===== src/rtl/fir_pkg.sv =====
// Package: coefficient table, state encoding and control struct for the FIR filter.
package fir_pkg;

	localparam int DEF_TAPS       = 24;
	localparam int DEF_COEF_WIDTH = 16;
	localparam int SAMPLE_W       = 16;
	localparam int TABLE_LEN      = 24;

	localparam logic signed [15:0] LP_TABLE_Q15 [TABLE_LEN] = '{
		16'sd0,    -16'sd18,  -16'sd60,  -16'sd81,  16'sd0,    16'sd264,
		16'sd766,  16'sd1497, 16'sd2377, 16'sd3263, 16'sd3985, 16'sd4391,
		16'sd4391, 16'sd3985, 16'sd3263, 16'sd2377, 16'sd1497, 16'sd766,
		16'sd264,  16'sd0,    -16'sd81,  -16'sd60,  -16'sd18,  16'sd0
	};

	typedef enum logic [1:0] {
		ST_IDLE,
		ST_MAC,
		ST_DRAIN,
		ST_ROUND
	} fir_state_t;

	typedef struct packed {
		logic load;
		logic step;
		logic done;
	} fir_ctrl_t;

	function automatic logic signed [31:0] coef_at(input int idx, input int cw);
		logic signed [31:0] q;
		if (idx >= TABLE_LEN) begin
			return 32'sd0;
		end
		q = 32'(LP_TABLE_Q15[idx]);
		if (cw >= 16) begin
			return q <<< (cw - 16);
		end
		return (q + (32'sd1 <<< (15 - cw))) >>> (16 - cw);
	endfunction

endpackage


===== src/rtl/fir_ctrl.sv =====
// Sequencer: accepts a sample, steps the shared MAC over all taps, then drains and rounds.
module fir_ctrl #(
	parameter int TAPS  = 24,
	parameter int TAP_W = 5
) (
	input  logic               clk,
	input  logic               arst_n,
	input  logic               in_valid,
	input  logic               out_free,
	output logic               ready,
	output fir_pkg::fir_ctrl_t ctl,
	output logic [TAP_W-1:0]   tap_q
);
	import fir_pkg::*;

	fir_state_t state_q;
	fir_state_t state_nxt;
	logic       last_tap;

	assign last_tap = (tap_q == TAP_W'(TAPS - 1));

	always_ff @(posedge clk or negedge arst_n) begin
		if (!arst_n) begin
			state_q <= ST_IDLE;
		end else begin
			state_q <= state_nxt;
		end
	end

	always_ff @(posedge clk or negedge arst_n) begin
		if (!arst_n) begin
			tap_q <= '0;
		end else if (ctl.load) begin
			tap_q <= '0;
		end else if (ctl.step && !last_tap) begin
			tap_q <= tap_q + TAP_W'(1);
		end
	end

	always_comb begin
		state_nxt = state_q;
		unique case (state_q)
			ST_IDLE: begin
				if (in_valid) state_nxt = ST_MAC;
			end
			ST_MAC: begin
				if (last_tap) state_nxt = ST_DRAIN;
			end
			ST_DRAIN: begin
				state_nxt = ST_ROUND;
			end
			ST_ROUND: begin
				if (out_free) state_nxt = ST_IDLE;
			end
			default: state_nxt = ST_IDLE;
		endcase
	end

	always_comb begin
		ready    = 1'b0;
		ctl      = '0;
		unique case (state_q)
			ST_IDLE: begin
				ready    = 1'b1;
				ctl.load = in_valid;
			end
			ST_MAC: begin
				ctl.step = 1'b1;
			end
			ST_DRAIN: begin
				ctl = '0;
			end
			ST_ROUND: begin
				ctl.done = out_free;
			end
			default: ctl = '0;
		endcase
	end

endmodule


===== src/rtl/fir_taps.sv =====
// Sample window: shifts in a new sample, then rotates once per tap to feed the MAC.
module fir_taps #(
	parameter int TAPS = 24
) (
	input  logic                 clk,
	input  logic                 arst_n,
	input  logic                 load,
	input  logic                 step,
	input  logic signed [15:0]   sample,
	output logic signed [15:0]   head
);
	import fir_pkg::*;

	logic signed [SAMPLE_W-1:0] win_q [TAPS];

	assign head = win_q[0];

	always_ff @(posedge clk or negedge arst_n) begin
		if (!arst_n) begin
			for (int i = 0; i < TAPS; i++) win_q[i] <= '0;
		end else if (load) begin
			for (int i = 0; i < TAPS - 1; i++) win_q[i] <= win_q[i + 1];
			win_q[TAPS - 1] <= sample;
		end else if (step) begin
			for (int i = 0; i < TAPS - 1; i++) win_q[i] <= win_q[i + 1];
			win_q[TAPS - 1] <= win_q[0];
		end
	end

endmodule


===== src/rtl/fir_mac.sv =====
// Shared multiply-accumulate with rounding and saturation of the final sum.
module fir_mac #(
	parameter int TAPS       = 24,
	parameter int COEF_WIDTH = 16,
	parameter int TAP_W      = 5
) (
	input  logic               clk,
	input  logic               arst_n,
	input  fir_pkg::fir_ctrl_t ctl,
	input  logic [TAP_W-1:0]   tap,
	input  logic signed [15:0] head,
	output logic signed [15:0] result,
	output logic               clip
);
	import fir_pkg::*;

	localparam int PROD_W = SAMPLE_W + COEF_WIDTH;
	localparam int ACC_W  = PROD_W + $clog2(TAPS) + 1;
	localparam int FRAC   = COEF_WIDTH - 1;
	localparam int YW     = ACC_W + 1 - FRAC;
	localparam logic signed [ACC_W:0] RND_HALF =
		{{(ACC_W + 1 - FRAC){1'b0}}, 1'b1, {(FRAC - 1){1'b0}}};

	logic signed [COEF_WIDTH-1:0] coef;
	logic signed [31:0]           coef_full;
	logic signed [PROD_W-1:0]     prod_s1;
	logic                         prod_v_s1;
	logic signed [ACC_W-1:0]      acc_q;
	logic signed [ACC_W:0]        rnd;
	logic signed [YW-1:0]         y;

	assign coef_full = coef_at(int'(tap), COEF_WIDTH);
	assign coef      = coef_full[COEF_WIDTH-1:0];

	always_ff @(posedge clk) begin
		prod_s1 <= head * coef;
	end

	always_ff @(posedge clk or negedge arst_n) begin
		if (!arst_n) begin
			prod_v_s1 <= 1'b0;
		end else begin
			prod_v_s1 <= ctl.step;
		end
	end

	always_ff @(posedge clk) begin
		if (ctl.load) begin
			acc_q <= '0;
		end else if (prod_v_s1) begin
			acc_q <= acc_q + ACC_W'(prod_s1);
		end
	end

	always_comb begin
		rnd = (ACC_W + 1)'(acc_q) + RND_HALF;
		y   = rnd[ACC_W:FRAC];
		if (y > YW'(32767)) begin
			result = 16'sh7fff;
			clip   = 1'b1;
		end else if (y < YW'(-32768)) begin
			result = 16'sh8000;
			clip   = 1'b1;
		end else begin
			result = y[15:0];
			clip   = 1'b0;
		end
	end

endmodule


===== src/rtl/fir_filter_24_tap.sv =====
// Top level: direct-form FIR low-pass filter with one shared multiply-accumulate.
//
//  channel | dir | signals                         | payload
//  s_*     | in  | s_tvalid s_tready s_tdata       | sample request
//  m_*     | out | m_tvalid m_tready m_tdata m_tuser | filtered request, clip flag
//
// Each item makes one multiply per tap on the single shared multiplier,
// then passes through the drain state and the rounding state.
// s_tready is high only while the sequencer is idle, so samples do not overlap.
// A finished result sits in the output register; the next sample is taken
// while it waits, and rounding holds until the output register frees.
// arst_n clears the sample window to zero and empties the output register.
module fir_filter_24_tap #(
	parameter int TAPS       = fir_pkg::DEF_TAPS,
	parameter int COEF_WIDTH = fir_pkg::DEF_COEF_WIDTH
) (
	input  logic        clk,
	input  logic        arst_n,
	input  logic        s_tvalid,
	output logic        s_tready,
	input  logic [15:0] s_tdata,   // [15:0] sample
	output logic        m_tvalid,
	input  logic        m_tready,
	output logic [15:0] m_tdata,   // [15:0] filtered_sample
	output logic [0:0]  m_tuser    // [0] clipped
);
	import fir_pkg::*;

	localparam int TAP_W = (TAPS > 1) ? $clog2(TAPS) : 1;

	fir_ctrl_t           ctl;
	logic [TAP_W-1:0]    tap;
	logic signed [15:0]  head;
	logic signed [15:0]  result;
	logic                clip;
	logic                out_free;
	logic                out_valid_q;
	logic [15:0]         out_data_q;
	logic                out_clip_q;

	assign out_free = !out_valid_q || m_tready;

	fir_ctrl #(
		.TAPS  (TAPS),
		.TAP_W (TAP_W)
	) u_ctrl (
		.clk      (clk),
		.arst_n   (arst_n),
		.in_valid (s_tvalid),
		.out_free (out_free),
		.ready    (s_tready),
		.ctl      (ctl),
		.tap_q    (tap)
	);

	fir_taps #(
		.TAPS (TAPS)
	) u_taps (
		.clk    (clk),
		.arst_n (arst_n),
		.load   (ctl.load),
		.step   (ctl.step),
		.sample ($signed(s_tdata)),
		.head   (head)
	);

	fir_mac #(
		.TAPS       (TAPS),
		.COEF_WIDTH (COEF_WIDTH),
		.TAP_W      (TAP_W)
	) u_mac (
		.clk    (clk),
		.arst_n (arst_n),
		.ctl    (ctl),
		.tap    (tap),
		.head   (head),
		.result (result),
		.clip   (clip)
	);

	always_ff @(posedge clk or negedge arst_n) begin
		if (!arst_n) begin
			out_valid_q <= 1'b0;
		end else if (ctl.done) begin
			out_valid_q <= 1'b1;
		end else if (m_tready) begin
			out_valid_q <= 1'b0;
		end
	end

	always_ff @(posedge clk) begin
		if (ctl.done) begin
			out_data_q <= result;
			out_clip_q <= clip;
		end
	end

	assign m_tvalid   = out_valid_q;
	assign m_tdata    = out_data_q;
	assign m_tuser[0] = out_clip_q;

endmodule


===== config.mk =====
export PLATFORM = sky130hd
export DESIGN_NAME = fir_filter_24_tap
export DESIGN_NICKNAME = d
export VERILOG_FILES = /design/src/rtl/fir_pkg.sv /design/src/rtl/fir_ctrl.sv /design/src/rtl/fir_taps.sv /design/src/rtl/fir_mac.sv /design/src/rtl/fir_filter_24_tap.sv
export SDC_FILE = /design/constraint.sdc
export NUM_CORES = 1
export LEC_CHECK = 0
export BUFFER_PORTS_ARGS = -buffer_cell sky130_fd_sc_hd__buf_2
export CAP_MARGIN = 40
export CORE_ASPECT_RATIO = 1.75
export CORE_MARGIN = 5
export CORE_UTILIZATION = 64
export DETAILED_ROUTE_END_ITERATION = 16
export PLACE_DENSITY = 0.82
export SETUP_SLACK_MARGIN = 0.5
export SYNTH_ARGS = -nofsm -noshare
export SYNTH_HDL_FRONTEND = slang
export SYNTH_SLANG_ARGS = --single-unit

===== constraint.sdc =====
create_clock -name clk -period 8.2 [get_ports clk]
set_input_delay 0.41 -clock clk [delete_from_list [all_inputs] [get_ports clk]]
set_output_delay 0.41 -clock clk [all_outputs]
set_load 0.03 [all_outputs]

# Yosys cells after proc, flatten, opt, wreduce, memory -nomap -nowiden
# Memory sizes are Yosys's and may differ from the RTL's.
# Index checks and enable logic that the tools add are counted.
dict set report classes {
  eq_ne 7
  multipliers 1
  muxes 21
  magnitude_cmp 4
  bitwise 1
  addsub 3
  reduce_logical 9
}
# cell n
set ops {}
lappend ops {{$mux 384} 2}
lappend ops {{$mux 16} 5}
lappend ops {{$add 38x16->39 const B} 1}
lappend ops {{$add 38x32->38} 1}
lappend ops {{$ge 32x6->1 const B} 1}
lappend ops {{$mul 16x16->32} 1}
lappend ops {{$not 5->32} 1}
lappend ops {{$gt 24x16->1 const B} 1}
lappend ops {{$lt 24x16->1 const B} 1}
lappend ops {{$mux 5} 2}
lappend ops {{$mux 1} 8}
lappend ops {{$pmux 2 s4} 1}
lappend ops {{$mux 2} 3}
lappend ops {{$reduce_bool 2->1} 3}
lappend ops {{$add 5x1->5 const B} 1}
lappend ops {{$eq 5x5->1 const B} 1}
lappend ops {{$ge 5x5->1 const B} 1}
lappend ops {{$eq 2x2->1 const B} 2}
lappend ops {{$ne 2x1->1 const B} 2}
lappend ops {{$reduce_and 3->1} 1}
lappend ops {{$eq 2x1->1 const B} 1}
lappend ops {{$logic_not 1->1} 2}
lappend ops {{$logic_not 2->1} 1}
lappend ops {{$ne 2x2->1 const B} 1}
lappend ops {{other kinds (2)} 2}
dict set report totals {
  romBits 512
  out_inout_bits 19
  register_bits 480
  memories 1
  wordCells 79
}
# memory words width read_ports rd_clocked_by_memory_dff write_ports line
set memory_table {}
lappend memory_table {{(no name shown)} 32 16 1 0 0 fir_pkg.sv:34} ;# q = 32'(LP_TABLE_Q15[idx]);

# Depth between registers and ports, before layout
# Gate-level depths: netlist of the first run.
dict set report depth {
  word_depth 6
  mapped_depth 32
}

# By module
# A second synthesis of the first run with hierarchy kept.
dict set report unflattened {
  cells_unflattened 2652
  area_unflattened_um2 30591.8
}
# module cells_per_inst n_inst seq_area_each_um2 area_each_um2
set by_module_without_submodules {}
lappend by_module_without_submodules {fir_mac 1724 1 1426.4 14904.3}
lappend by_module_without_submodules {fir_taps 863 1 9609.2 14691.6}
lappend by_module_without_submodules {fir_filter_24_tap 20 1 535.5 558.0}
lappend by_module_without_submodules {fir_ctrl 45 1 175.2 437.9}

# Least setup slack after synthesis of the first run
# OpenSTA, ideal clock, no wires.
dict set report synth_path {
  kind {register to register}
  start {register u_ctrl.tap_q[0]}
  end {register u_mac.prod_s1[31]}
  arrival_ps 7387
  stages_incl_launch_ff 30
  required_ps 8128
  synth_period_minus_slack_ps 7459
  setup_time_ps 72
  setup_slack_ps 741
  path_buffers 1
  cell_sequence {dfrtp_1 -> clkbuf_1 -> inv_1 -> ha_1 -> nor2_1 -> a21oi_1 -> o21ai_0 -> nor2_1 -> a21oi_1 -> nand2b_1 -> inv_1 -> fa_1 -> inv_1 -> fa_1 -> inv_1 -> fa_1 -> fa_1 -> fa_1 -> inv_1 -> fa_1 -> inv_1 -> ha_1 -> and3_1 -> and3_1 -> o21ai_0 -> nor2_1 -> o41ai_2 -> o2111ai_1 -> a21oi_1 -> xor2_1}
}
dict set report synth_via {
  elab_chain_len 6
  word_cells_on_any_way 8
  cone_classes {1 x mul; 1 x order compare; 4 x mux; 1 x bitwise; 1 x memory}
}
# item line
set synth_lines {}
lappend synth_lines {{from (decl)} fir_ctrl.sv:12} ;# output logic [TAP_W-1:0] tap_q
lappend synth_lines {{from (signal assigned)} fir_ctrl.sv:36} ;# tap_q <= tap_q + TAP_W'(1);
lappend synth_lines {{$not 5->32 (not written as such)} fir_pkg.sv:34}
lappend synth_lines {{$mem_v2 32x16} -}
lappend synth_lines {{$mux 16 (not written as such) (2 in a row)} fir_pkg.sv:34}
lappend synth_lines {{$mux 16 (*)} fir_pkg.sv:34}
lappend synth_lines {{$mul 16x16->32 (*)} fir_mac.sv:36} ;# prod_s1 <= head * coef;
lappend synth_lines {{to (signal assigned)} fir_mac.sv:36}
lappend synth_lines {{to (decl)} fir_mac.sv:26} ;# logic signed [PROD_W-1:0] prod_s1;
# Every way passes the cells marked *; elsewhere a longest branch is shown, timed or not. The select of a mux whose other input is x is not followed.
# A chain may end at the register's enable or synchronous reset.

# Final worst setup path of the first run
dict set report layout_path {
  start {register u_ctrl.tap_q[0]}
  end {register u_mac.prod_s1[29]}
}
# Same word-level chain as after synthesis.

==> impl_metrics.toml, run 1 <==
[outcome]
outcome = "finished, final reports clean"

[route]
drc_errors = 0
drt_iter0_markers = 1134
vias = 18800
viasPerCell = 5.76
routed_wl_um = 60800
wire_per_inst_um = 18.6
drt_first_pass_iters = 5
ant_nets = 0

[worst_setup_path]
crit_path_frequent_cell = "fa_1"
crit_fanout = 7
worstPathRequired_ns = 8.71
worst-path-buf-inv = 8
slowest_delay_ns = 0.54
start_kind = "flip-flop"
crit_slowest_cell = "fa_1"
worst_setup_path_end_kind = "flip-flop"
worstPathArrival_ns = 8.05
crit_family = "adder cells"
critPathKind = "flip-flop to flip-flop"

[synthesis]
synth_seq_area_share = 0.392
synth-main-ff-cell = "dfrtp_1"
synth_edf_count = 17
synth-seq-cells = 480
postSynthCellCount = 2609
syn_area_um2 = 29900
synth_top_area_frac = 0.328
ys_warn_count = 0
yosysTopAreaCell = "dfrtp_1"
syn_area_per_cell_um2 = 11.5
async_flop_share = 0.819
synth.distinct_cells = 78
synth.net_count = 3025
yosys-top-cells-area = "dfrtp_1, fa_1, mux2_2"

[timing]
min_period_over_period = 0.920
hold_violations = 0
worst_pin_slew_ns = 1.06
rsz0062_at_grt = "no"
layout_setup_ws_ns = 0.657
fin_tns_setup_ns = 0
min_period_ns = 7.54
slew_viol_final = 0
finClkSkew_ns = 0.0258
slew_headroom = 0.293
fmax_ghz = 0.133
setup_viol = 0

[global_route]
gr-usage-all-layers = 0.242
antenna_found_initial = 0
grt_max_degree = 211
grt.overflow.total = 0
grt_pass1_vias = 21100
grt_pass1_wl_um = 102000

[floorplanning]
dieHeight_um = 296
rows = 105
pin_count = 39
dieArea_um2 = 51400
core_um2 = 46600
start_util = 0.642
die-width_um = 174

[placement]
portBuffers = 38
dp_hpwl_um = 44600
gp_congestion = 0.960
dp_slack_ns = 0.185

[layout]
layout-drive-gt1-share = 0.214
layout.nets = 3059
syn_to_final_growth_pct = 8.70
insertedDiodeCount = 0
fin_util = 0.698

[run]
maxCapViolCount = 0

[clock_tree]
cts.sinks = 480
clk_latency_ns = 0.59
htree_num_levels = 2
numCtsBuffers = 44
clkTransAtPathRegs_ns = 0.08
root_buffer = "clkbuf_16"
clk_path_buf_depth = 3
cts_tree = "built"

[worst_hold_path]
hold_path_class = "input pin to flip-flop"
[worst paths after layout]
| kind | start | endpoint | slack (ns) | cells past startpoint |
|---|---|---|---|---|
| max in group asynchronous | arst_n | u_ctrl.tap_q[0]$_DFFE_PN0P_ | 6.08 | 3 |
| worst min-delay path | s_tdata[1] | u_taps.win_q[1]$_DFFE_PN0P_ | 0.03 | 3 |
| worst max register to register | u_ctrl.tap_q[0]$_DFFE_PN0P_ | u_mac.prod_s1[29]$_DFF_P_ | 0.66 | 28 |
| min in group asynchronous | arst_n | u_taps.win_q[132]$_DFFE_PN0P_ | 0.53 | 2 |
| worst max-delay path | u_ctrl.tap_q[0]$_DFFE_PN0P_ | u_mac.prod_s1[29]$_DFF_P_ | 0.66 | 28 |
| worst min register to register | u_mac.acc_q[4]$_SDFFE_PP0P_ | u_mac.acc_q[4]$_SDFFE_PP0P_ | 0.47 | 2 |
[cells in the final DEF, fill, tap and decap left out, types with 21 or more instances in the layout]
cell / Yosys / layout
dfxtp_1: 70 / 70
inv_1: 367 / 365
nand2_1: 146 / 146
clkbuf_16: 0 / 44
nand3_1: 21 / 21
and2_1: 99 / 98
fa_1: 258 / 257
ha_1: 138 / 136
xnor2_1: 51 / 51
dfrtp_1: 393 / 392
buf_2: 2 / 38
xor2_1: 34 / 34
o21ai_0: 82 / 82
a21o_1: 39 / 39
mux2_2: 369 / 369
mux2i_1: 38 / 38
a21oi_1: 70 / 67
nor2b_1: 27 / 23
nor2_1: 94 / 91
nor3_1: 24 / 24
buf_4: 1 / 47
[tightest hold or removal path: stages]
cell and delay, ns:
buf_2 0.07, nand2_1 0.03, o21ai_0 0.05
[final cells by class]
cell class	count	area [um2]
multi-input combinational	1656	16500
fill	3201	14100
clock inverter	25	327
clock buffer	57	1210
sequential	480	11700
tap	588	736
timing repair buffer	92	651
inverter	369	1390
[cell usage after synthesis, drive strengths merged (4+ instances only)]
| cell type | number |
|---|---|
| clkbuf | 93 |
| dfxtp | 70 |
| xor2 | 34 |
| o21ai | 86 |
| xnor2 | 51 |
| mux2i | 38 |
| o21a | 6 |
| o41ai | 4 |
| nor3 | 25 |
| inv | 367 |
| a31oi | 12 |
| nand3 | 22 |
| and3 | 16 |
| nand4 | 8 |
| buf | 11 |
| nor2 | 94 |
| nand2 | 146 |
| dfrtp | 393 |
| or3 | 10 |
| a22oi | 5 |
| nand2b | 13 |
| fa | 258 |
| a31o | 6 |
| nor2b | 27 |
| ha | 138 |
| a21o | 41 |
| a211oi | 12 |
| o211ai | 5 |
| edfxtp | 17 |
| a21oi | 70 |
| and2 | 99 |
| o21bai | 8 |
| mux2 | 369 |
| o22ai | 8 |
[registers in the layout (all words and copies together), names as in the netlist]
signal and count:
u_ctrl.tap_q 5, m_tvalid 1, u_mac.prod_v_s1 1, u_mac.prod_s1 32, m_tdata 16, u_mac.acc_q 38
m_tuser 1, u_taps.head 16, u_taps.win_q 368, u_ctrl.state_q 2
[repair_timing]
item	4_1_cts	5_1_grt
cloned	0	1
pin swaps	1	5
endpoints found under the setup margin	4	8
setup buffers	0	11
hold endpoints to repair	42	0
resized for setup	3	19
hold buffers	1	0
[metal layers]
layer	wire (um)	global-route usage
met5	0	0
met4	3230	0.122
met3	1780	0.0261
met2	33600	0.460
met1	22300	0.268
[logic make-up after synthesis]
family	synth area share
AO/OA/AOI/OAI	0.0633
multiplexers	0.152
buffers and inverters	0.0595
adder cells (fa/ha/maj)	0.230
flip-flops	0.392
XOR/XNOR	0.0249
AND/OR/NAND/NOR	0.0775
[per-stage QoR]
stage                     cells  area, um2  hold slack [ns]
after floorplan            2609      29900            0.114
after global placement     3171      30800            0.460
after detailed placement   3172      30800            0.467
after CTS                  3255      32400           0.0182
after global routing       3267      32600           0.0477
final                      3267      32600           0.0334
Power of run 1 is left out: the tool's default activity adds up to more than one toggle a clock period on the data nets, which glitch-free logic cannot reach.
==> run 2, diff against run 1 <==
--- a/config.mk
+++ b/config.mk
@@ -9,9 +9,9 @@
 export CAP_MARGIN = 40
 export CORE_ASPECT_RATIO = 1.75
 export CORE_MARGIN = 5
-export CORE_UTILIZATION = 64
+export CORE_UTILIZATION = 45
 export DETAILED_ROUTE_END_ITERATION = 16
-export PLACE_DENSITY = 0.82
+export PLACE_DENSITY = 0.61
 export SETUP_SLACK_MARGIN = 0.5
 export SYNTH_ARGS = -nofsm -noshare
 export SYNTH_HDL_FRONTEND = slang
==> run 2 against run 1 <==
Global-route usage shrank 6.7 points. Register-to-register slack better by 0.16 ns. Final area rose by 1.5%. Final cell count rose by 9.6%. First-iteration DRC count shrank 42%. Clock-buffer cell count grew 8.
==> impl_metrics.toml, run 2 (synthesized netlist as in run 1, its figures left out) <==
[outcome]
outcome = "finished, final reports clean"

[timing]
finClkSkew_ns = 0.0187
rsz0062_at_grt = "no"
min_period_over_period = 0.900
fmax_ghz = 0.135
setup_viol = 0
min_period_ns = 7.38
hold_violations = 0
slew_viol_final = 0
slew_headroom = 0.273
fin_tns_setup_ns = 0
worst_pin_slew_ns = 1.09

[layout]
reg.largest.list = "u_taps.win_q x368, u_mac.acc_q x38, u_mac.prod_s1 x32"
fin_util = 0.500
syn_to_final_growth_pct = 10.4
fill_cells = 5919
insertedDiodeCount = 0
regMostFlops = "u_taps.win_q"
final_cell_mix = "dfrtp_1, mux2_2, inv_1, fa_1, nand2_1"
final_common_cell = "dfrtp_1"
layout.nets = 3071
largest_reg_flops = 368
layout-drive-gt1-share = 0.213

[clock_tree]
htree_num_levels = 2
clk_path_buf_depth = 3
clk_latency_ns = 0.61
cts_tree = "built"
root_buffer = "clkbuf_16"
clkTransAtPathRegs_ns = 0.06
numCtsBuffers = 46
cts.sinks = 480

[placement]
portBuffers = 38
gp_congestion = 0.902
dp_hpwl_um = 46500

[route]
drc_errors = 0
routed_wl_um = 61700
ant_nets = 0
vias = 18500
drt_first_pass_iters = 5
viasPerCell = 5.17
wire_per_inst_um = 17.2
drt_iter0_markers = 661

[worst_setup_path]
ff2ff_setup_slack_ns = 0.82
critPathKind = "flip-flop to flip-flop"
r2r_end = "u_mac.prod_s1[28]$_DFF_P_"
crit_path_end = "u_mac.prod_s1[28]$_DFF_P_"
r2r_start = "u_ctrl.tap_q[0]$_DFFE_PN0P_"
worst_setup_path_end_kind = "flip-flop"
worstPathArrival_ns = 7.86
start_kind = "flip-flop"
worstPathRequired_ns = 8.68
crit_start = "u_ctrl.tap_q[0]$_DFFE_PN0P_"
crit_fanout = 16
rr_worst_depth = 26

[floorplanning]
core_um2 = 66200
dieHeight_um = 351
start_util = 0.453
die-width_um = 205
rows = 125
dieArea_um2 = 72000
pin_count = 39

[global_route]
antenna_found_initial = 1
grt_pass1_wl_um = 102000
grt.overflow.total = 0
grt_pass1_vias = 20000
gr-usage-all-layers = 0.175
grt_max_degree = 203

[run]
maxCapViolCount = 0

[worst_hold_path]
hold_path_class = "input pin to flip-flop"
## run 2: what timing repair did
action	in CTS	in global routing
hold buffers	5	0
hold endpoints to repair	111	0
setup endpoints to repair	4	10
gates resized for setup	5	17
pin swaps	0	2
buffers inserted	0	11
## run 2: metrics by stage
stage / setup slack (ns) / hold WS [ns] / cell area [um2] / std cells
3_3_place_gp: 0.536 / 0.471 / 31200 / 3477
2_1_floorplan: 0.741 / 0.114 / 29900 / 2609
3_5_place_dp: 0.299 / 0.478 / 31300 / 3480
5_1_grt: 0.492 / 0.0226 / 33100 / 3580
4_1_cts: 0.509 / 0.000312 / 32900 / 3569
6_report: 0.819 / 0.0324 / 33100 / 3580
## run 2: worst max-delay path: stages (launching register included)
cell	delay, ns
dfrtp_2	0.47
buf_4	0.16
ha_1	0.29
nand2_1	0.18
a21oi_1	0.09
o21bai_1	0.15
buf_4	0.21
and2_1	0.19
fa_1	0.54
inv_1	0.06
fa_1	0.55
fa_1	0.43
fa_1	0.49
inv_1	0.05
fa_1	0.53
inv_1	0.05
fa_1	0.53
inv_1	0.04
ha_1	0.42
a21o_1	0.23
a41oi_1	0.43
buf_4	0.24
o21ai_0	0.17
a21o_1	0.25
a31oi_1	0.19
o21ai_0	0.14
xor2_1	0.15
## run 2: layer usage
layer,vias to the layer above,global-route usage,part of all wire
met2,319,0.335,0.55
li1,8629,-,-
met5,-,0,0
met4,0,0.0699,0.045
met3,160,0.0208,0.030
met1,9403,0.195,0.37
## run 2: layout make-up
class | instances | area (um2) | area share
well taps | 889 | 1110 | 0.0336
repair buffers | 102 | 786 | 0.0238
multi-input cells | 1656 | 16500 | 0.499
flip-flops and latches | 480 | 11800 | 0.355
clock inverters | 19 | 209 | 0.00632
clock buffers | 65 | 1320 | 0.0400
inverters | 369 | 1390 | 0.0420
## run 2: worst min path at each step
stage	startpoint	to	cells after the start
2_1_floorplan	arst_n	m_tvalid$_DFFE_PN0P_	0
3_3_place_gp	u_mac.acc_q[4]$_SDFFE_PP0P_	u_mac.acc_q[4]$_SDFFE_PP0P_	2
3_5_place_dp	u_mac.acc_q[11]$_SDFFE_PP0P_	u_mac.acc_q[11]$_SDFFE_PP0P_	2
4_1_cts	s_tdata[10]	u_taps.win_q[10]$_DFFE_PN0P_	3
5_1_grt	s_tdata[12]	u_taps.win_q[12]$_DFFE_PN0P_	3
6_report	s_tdata[12]	u_taps.win_q[12]$_DFFE_PN0P_	3
Power of run 2 is left out for the same reason.
